--- src/rtl/bsht_pkg.sv ---
`timescale 1ns / 1ps
// ----------------------------------------------------------------------------
// bsht_pkg
// Shared constants, operation and status codes, and control structs.
// ----------------------------------------------------------------------------
package bsht_pkg;

  localparam int unsigned INDEX_BITS_DEF   = 10;
  localparam int unsigned CODE_WIDTH_DEF   = 20;
  localparam int unsigned VALUE_WIDTH_DEF  = 8;
  localparam int unsigned BUCKET_DEPTH_DEF = 16;

  localparam int unsigned KEY_W   = 30;
  localparam int unsigned KIND_W  = 3;
  localparam int unsigned IVAL_W  = 8;
  localparam int unsigned STAT_W  = 2;
  localparam int unsigned COUNT_W = 15;

  localparam logic [COUNT_W-1:0] COUNT_MAX = 15'h7FFF;

  localparam logic [KIND_W-1:0] KIND_INSERT     = 3'd0;
  localparam logic [KIND_W-1:0] KIND_LOOKUP     = 3'd1;
  localparam logic [KIND_W-1:0] KIND_SET_PROOF  = 3'd2;
  localparam logic [KIND_W-1:0] KIND_READ_PROOF = 3'd3;
  localparam logic [KIND_W-1:0] KIND_CLR_PROOFS = 3'd4;
  localparam logic [KIND_W-1:0] KIND_CLR_ALL    = 3'd5;

  localparam logic [STAT_W-1:0] ST_OK        = 2'd0;
  localparam logic [STAT_W-1:0] ST_NOT_FOUND = 2'd1;
  localparam logic [STAT_W-1:0] ST_DUPLICATE = 2'd2;
  localparam logic [STAT_W-1:0] ST_FULL      = 2'd3;

  typedef struct packed {
    logic accept;
    logic load;
    logic cmp;
    logic miss;
    logic shift_rd;
    logic shift_wr;
    logic ins_wr;
    logic set_prf;
    logic cnt_clr;
    logic sweep_prf;
    logic sweep_fill;
    logic res_load;
  } cmd_t;

  typedef struct packed {
    logic [KIND_W-1:0] kind;
    logic              lo_lt_hi;
    logic              code_eq;
    logic              full;
    logic              hit;
    logic              shift_more;
    logic              prf_bit;
    logic              sweep_last;
  } sts_t;

endpackage

--- src/rtl/bsht_ctrl.sv ---
`timescale 1ns / 1ps
// ----------------------------------------------------------------------------
// bsht_ctrl
// Operation sequencer: load, binary search, shift, write, sweep, respond.
// ----------------------------------------------------------------------------
module bsht_ctrl
  import bsht_pkg::*;
(
  input  logic clk_i,
  input  logic rst_ni,
  input  logic in_valid_i,
  output logic in_ready_o,
  output logic out_valid_o,
  input  logic out_ready_i,
  input  sts_t sts_i,
  output cmd_t cmd_o
);

  localparam logic [3:0] S_INIT  = 4'd0;
  localparam logic [3:0] S_IDLE  = 4'd1;
  localparam logic [3:0] S_LOAD  = 4'd2;
  localparam logic [3:0] S_LOADW = 4'd3;
  localparam logic [3:0] S_SRCH  = 4'd4;
  localparam logic [3:0] S_CMP   = 4'd5;
  localparam logic [3:0] S_EXEC  = 4'd6;
  localparam logic [3:0] S_SHRD  = 4'd7;
  localparam logic [3:0] S_SHWR  = 4'd8;
  localparam logic [3:0] S_INS   = 4'd9;
  localparam logic [3:0] S_SWEEP = 4'd10;
  localparam logic [3:0] S_DONE  = 4'd11;

  logic [3:0] state_q, state_d;
  logic       ovld_q, ovld_d;
  logic       slot_free;

  assign slot_free   = !ovld_q || out_ready_i;
  assign in_ready_o  = (state_q == S_IDLE);
  assign out_valid_o = ovld_q;

  always_comb begin
    state_d = state_q;
    ovld_d  = ovld_q && !out_ready_i;
    cmd_o   = '0;
    unique case (state_q)
      S_INIT: begin
        cmd_o.sweep_fill = 1'b1;
        if (sts_i.sweep_last) state_d = S_IDLE;
      end
      S_IDLE: begin
        if (in_valid_i) begin
          cmd_o.accept = 1'b1;
          state_d = S_LOAD;
        end
      end
      S_LOAD: state_d = S_LOADW;
      S_LOADW: begin
        cmd_o.load = 1'b1;
        if (sts_i.kind <= KIND_READ_PROOF) state_d = S_SRCH;
        else state_d = S_EXEC;
      end
      S_SRCH: begin
        if (sts_i.lo_lt_hi) state_d = S_CMP;
        else begin
          cmd_o.miss = 1'b1;
          state_d = S_EXEC;
        end
      end
      S_CMP: begin
        cmd_o.cmp = 1'b1;
        if (sts_i.code_eq) state_d = S_EXEC;
        else state_d = S_SRCH;
      end
      S_EXEC: begin
        state_d = S_DONE;
        priority if (sts_i.kind == KIND_INSERT) begin
          if (!sts_i.hit && !sts_i.full) state_d = S_SHRD;
        end else if (sts_i.kind == KIND_SET_PROOF) begin
          if (sts_i.hit && !sts_i.prf_bit) cmd_o.set_prf = 1'b1;
        end else if (sts_i.kind == KIND_CLR_PROOFS || sts_i.kind == KIND_CLR_ALL) begin
          cmd_o.cnt_clr = 1'b1;
          state_d = S_SWEEP;
        end else begin
          state_d = S_DONE;
        end
      end
      S_SHRD: begin
        if (sts_i.shift_more) begin
          cmd_o.shift_rd = 1'b1;
          state_d = S_SHWR;
        end else begin
          state_d = S_INS;
        end
      end
      S_SHWR: begin
        cmd_o.shift_wr = 1'b1;
        state_d = S_SHRD;
      end
      S_INS: begin
        cmd_o.ins_wr = 1'b1;
        state_d = S_DONE;
      end
      S_SWEEP: begin
        if (sts_i.kind == KIND_CLR_PROOFS) cmd_o.sweep_prf = 1'b1;
        else cmd_o.sweep_fill = 1'b1;
        if (sts_i.sweep_last) state_d = S_DONE;
      end
      S_DONE: begin
        if (slot_free) begin
          cmd_o.res_load = 1'b1;
          ovld_d = 1'b1;
          state_d = S_IDLE;
        end
      end
      default: state_d = S_INIT;
    endcase
  end

  always_ff @(posedge clk_i or negedge rst_ni) begin
    if (!rst_ni) begin
      state_q <= S_INIT;
      ovld_q  <= 1'b0;
    end else begin
      state_q <= state_d;
      ovld_q  <= ovld_d;
    end
  end

endmodule

--- config.mk ---
export PLATFORM = sky130hd
export DESIGN_NAME = bsht_ctrl
export DESIGN_NICKNAME = d
export VERILOG_FILES = /design/src/rtl/bsht_pkg.sv /design/src/rtl/bsht_ctrl.sv
export SDC_FILE = /design/constraint.sdc
export NUM_CORES = 1
export LEC_CHECK = 0
export BUFFER_PORTS_ARGS = -buffer_cell sky130_fd_sc_hd__buf_2
export CAP_MARGIN = 25
export CORE_MARGIN = 3
export CORE_UTILIZATION = 44
export DETAILED_ROUTE_END_ITERATION = 16
export GPL_TIMING_DRIVEN = 0
export PLACE_DENSITY = 0.77
export SLEW_MARGIN = 20
export SYNTH_ARGS = -nofsm -noshare
export SYNTH_HDL_FRONTEND = slang
export SYNTH_SLANG_ARGS = --single-unit
--- constraint.sdc ---
create_clock -name clk_i -period 1.76 [get_ports clk_i]
set_clock_uncertainty 0.2 [all_clocks]
set_input_delay 0.088 -clock clk_i [delete_from_list [all_inputs] [get_ports clk_i]]
set_output_delay 0.088 -clock clk_i [all_outputs]
set_load 0.02 [all_outputs]
Word-level counts from Yosys, hierarchy flattened
Index checks and enable logic that the tools add are counted.
{"block": "totals", "reg_bits": 5, "input_bits": 14, "output_inout_bits": 14, "word_cells": 71}
{"block": "classes", "order_cmp": 1, "n_eq_ne": 18, "n_mux": 37, "reduce_logical": 13}
{"cell": "$pmux W4 S12", "n": 1}
{"cell": "$mux W4", "n": 7}
{"cell": "$mux W1", "n": 23}
{"cell": "$eq A4 B3 Y1 const B", "n": 4}
{"cell": "$eq A4 B4 Y1 const B", "n": 4}
{"cell": "$mux W2", "n": 5}
{"cell": "$eq A4 B2 Y1 const B", "n": 2}
{"cell": "$ne A2 B2 Y1 const B", "n": 4}
{"cell": "$eq A3 B3 Y1 const B", "n": 2}
{"cell": "$logic_not A1 Y1", "n": 5}
{"cell": "$eq A4 B1 Y1 const B", "n": 1}
{"cell": "$logic_not A4 Y1", "n": 1}
{"cell": "$reduce_and A4 Y1", "n": 1}
{"cell": "$eq A3 B2 Y1 const B", "n": 1}
{"cell": "$le A3 B2 Y1 const B", "n": 1}
{"cell": "$logic_and A1 B1 Y1", "n": 3}
{"cell": "$logic_not A3 Y1", "n": 1}
{"cell": "$logic_or A1 B1 Y1", "n": 2}
{"cell": "$pmux W1 S2", "n": 1}

Depth between registers and ports, before layout
{"block": "logic_depth", "word_depth": 6, "depth_mapped": 5}

Worst setup path before layout
No wires, ideal clock.
{"block": "synth_timing", "kind": "register -> output", "from": "register state_q[3]", "to": "output cmd_o[3] (netlist bit)", "arrival_time_ns": 1.414, "required_ns": 1.472, "path_slack_ns": 0.058, "stages_incl_launch_ff": 4, "path_buffers": 1, "cell_sequence": "dfrtp_1 > buf_6 > nand2b_1 > nor4_1"}
{"element": "start: declaration", "line": "bsht_ctrl.sv:32", "text": "logic [3:0] state_q, state_d;"}
{"element": "start signal: assignment", "line": "bsht_ctrl.sv:123", "text": "state_q <= state_d;"}
{"element": "end: declaration", "line": "bsht_ctrl.sv:16", "text": "output cmd_t cmd_o"}

==> out/metrics.csv <==
stage,metric,value,unit
outcome,status,finished with violations,
outcome,failing checks,negative setup slack,
global_routing,largest net degree at the start of global routing,11,
synth,Post-Syn Area,570.5,µm²
global_routing,GRT overflow,0,
synth,biggest area consumer among synthesized cells,dfrtp_1,
drt,DR vias,714,
placed_design,gpl congestion,0.8350,
timing,worst setup margin,-0.03492,ns
die,core area,1156,µm²
clocking,CTS root buffer,clkbuf_4,
clocking,Max Root-Sink Buffers,2,
timing,Final period util,1.020,
cells_and_area,Final Util,0.7944,
power,Sequential Power Share,0.144,
placed_design,PortBufs,27,
setup_path,critical-path cell list,"or4b_4, inv_2, and2_4, buf_6",
clocking,# H-tree levels,1,
cells_and_area,Final #Nets,123,
timing,setup_tns,-0.03492,ns
synth,sequential-to-total area share from yosys stat,0.2193,
clocking,number of clock sinks,5,
power,static leakage,0.4211,nW
die,die area,1765,µm²
drt,Routed wire per std cell,15.16,µm
drt,antenna-violating nets left,0,
power,clock power share,0.091,
setup_path,r2r setup slk,0.04,ns
setup_path,crit path launch,state_q[3]$_DFFE_PN0P_,
setup_path,reg2reg path depth,6,
synth,synthesized flop and latch total,5,
power,peak supply drop,763.6,µV
die,Starting Density,0.4935,
synth,Post-synth ARST share,1.000,
synth,Yosys top cell area share,0.2193,
global_routing,number of global-route vias before repair,600,
timing,Final Setup Violations,1,
job,Max Cap Viol,0,
setup_path,Crit. End Element,output port,
synth,number of unique standard cell types used by synthesis,34,
setup_path,Critical Path Source Type,flop,
power,Combinational Power Share,0.765,
setup_path,max incr delay on CP,0.55,ns
timing,Max Slew Vio Count,0,
synth,Mapped Avg Cell Area,7.816,µm²
drt,Post-Route WL,1850,µm
clocking,clk slew on worst S/H paths,0.04,ns
die,Die Span Y,42.01,µm
timing,RSZ-0062 raised after global routing,true,
global_routing,Tot GR Track Use,0.1876,
power,Sw Share,0.4730,
synth,Post-synth EDFFs,0,
drt,drt first pass iters,4,
clocking,CTS Buf Count,3,
cells_and_area,Diodes inserted,0,
synth,YS warnings,0,
drt,DRC Markers,0,
setup_path,Worst Path Arrival,1.51,ns
cells_and_area,register area,126.4,µm²
synth,Main synth FF type,dfrtp_1,
setup_path,Critical-path top delay cell,or4b_4,
setup_path,CP max FO,3,
power,Net Switching,677.7,µW
clocking,TritonCTS clock tree,built,
synth,Syn Inst Count,73,
setup_path,Setup crit end,cmd_o[11],
global_routing,first-pass GRT wire length,2594,µm
power,Pint,755.1,µW
synth,syn nets,87,
setup_path,Critical Path RT,1.47,ns
worst_hold_path,Worst Hold Depth,3,
cells_and_area,Layout area overhead,60.97,%
cells_and_area,share of layout cells above drive strength 1,0.5556,
drt,1st-iter DRT viols,13,
timing,final period demand of the worst path,1.795,ns
cells_and_area,Fillers,84,
worst_hold_path,worst hold path class,primary input to flop,
cells_and_area,multi-input combinational cell area,454.2,µm²
setup_path,worst setup path class,flop to output port,
die,DIE WIDTH,42.01,µm
synth,list of most frequent post-synthesis cells,"nor2_1 (8), nor3_1 (7), dfrtp_1 (5), inv_1 (5)",
global_routing,met3 usage,0.06009,
placed_design,Post-DP HPWL,1117,µm
drt,vias per cell,5.852,
synth,largest cells by area after synthesis,"dfrtp_1 (22%), nor3_1 (6.1%), nor2_1 (5.3%)",
setup_path,reg-to-reg endpoint,state_q[1]$_DFFE_PN0P_,
timing,relative slew slack,0.7503,
global_routing,grt peak-use layer,met2,
timing,Worst-Margin Slew,0.3736,ns
die,Top-Level Pins,28,
die,Core Rows,12,
global_routing,met1 GRT Util,0.2618,
synth,most common cell in the netlist,nor2_1,
global_routing,antenna violations before repair,0,
clocking,latest clock arrival within the worst-skew pair,0.24,ns
global_routing,GR Util met2,0.2809,
timing,Final Hold Fails,0,
power,PD cells,1560,nW/µm²
setup_path,Reg-to-Reg Start,state_q[2]$_DFFE_PN0P_,
timing,fmax,557.1,MHz
-- area by class of cell --
cell class                 instances  share of cell area
inverter                           5             0.02044
buffer                             5             0.06540
tap                               14             0.01907
clock buffer                       4             0.02861
sequential                         5              0.1376
timing repair buffer              31              0.2343
multi-input combinational         58              0.4946
-- timing repair --
| action | CTS | global route |
|---|---|---|
| cloned | 0 | 0 |
| gates resized for setup | 8 | 27 |
| pin swaps | 2 | 2 |
| hold buffers | 2 | 0 |
| setup endpoints to repair | 3 | 12 |
| buffers inserted | 2 | 0 |
| hold endpoints to repair | 5 | 0 |
-- cell families after synthesis --
| group | count (synthesis) | share of synthesized area |
|---|---|---|
| buffers and inverters | 10 | 0.1140 |
| flip-flops | 5 | 0.2193 |
| AND/OR/NAND/NOR | 40 | 0.4167 |
| AO/OA/AOI/OAI | 18 | 0.2500 |
-- per-layer routing --
layer  wire length [µm]  share of wire
met5                  0              0
met4                 19          0.010
met1                763           0.41
met3                146          0.079
met2                920           0.50
-- layout by cell type, fill, tap and decap left out, drive strengths merged --
cell type	instances
buf	34
nor2	8
nor3	7
inv	5
o21ai	5
dfrtp	5
or2b	4
clkbuf	4
nand2b	4
nand2	3
nor2b	3
a21oi	3
nor4	3
nand3	2
dlygate4sd3	2
o32ai	2
or3b	1
o21a	1
or4b	1
nor4b	1
and3	1
and2	1
o2bb2ai	1
a22o	1
a31o	1
a31oi	1
o22ai	1
nor3b	1
o21bai	1
o31ai	1
-- flip-flops by register name (all words and copies together) (netlist names) --
register     cells
state_q          4
out_valid_o      1
-- worst min-delay path by stage --
| stage | from | to | slack (ns) |
|---|---|---|---|
| 3_3_place_gp | rst_ni | state_q[1]$_DFFE_PN0P_ | -0.29 |
| 3_5_place_dp | rst_ni | state_q[3]$_DFFE_PN0P_ | -0.29 |
| 6_report | out_ready_i | out_valid_o$_DFF_PN0_ | 0.03 |
| 5_1_grt | out_ready_i | out_valid_o$_DFF_PN0_ | 0.04 |
| 2_1_floorplan | rst_ni | out_valid_o$_DFF_PN0_ | -0.41 |
| 4_1_cts | out_ready_i | out_valid_o$_DFF_PN0_ | 0.02 |
-- power by group through the flow --
| stage | clock network (mW) | logic [mW] | registers (mW) |
|---|---|---|---|
| after global routing | 0.143 | 1.18 | 0.209 |
| final | 0.130 | 1.10 | 0.206 |
| after CTS | 0.132 | 0.926 | 0.203 |
| after floorplan | 0 | 0.631 | 0.210 |
| after global placement | 0 | 0.807 | 0.216 |
| after detailed placement | 0 | 0.810 | 0.220 |
-- worst max-delay path: cells and delay by family, from the launching register on --
family	cells	cell delay, ns
flops	1	0.40
buf+inv	2	0.18
simple gates	2	0.68
-- stage by stage --
step	std cells	power, mW	hold WS, ns	worst slack [ns]	cell area, µm²
6_report	122	1.433	0.02756	-0.03492	918.4
3_3_place_gp	114	1.023	-0.2932	0.06989	723.2
4_1_cts	122	1.262	0.01601	-0.04931	818.3
3_5_place_dp	114	1.030	-0.2929	0.05151	723.2
5_1_grt	122	1.531	0.03798	-0.08280	918.4
2_1_floorplan	73	0.8410	-0.4076	0.05787	570.5
No activity file was read; power rests on OpenSTA's default activity.
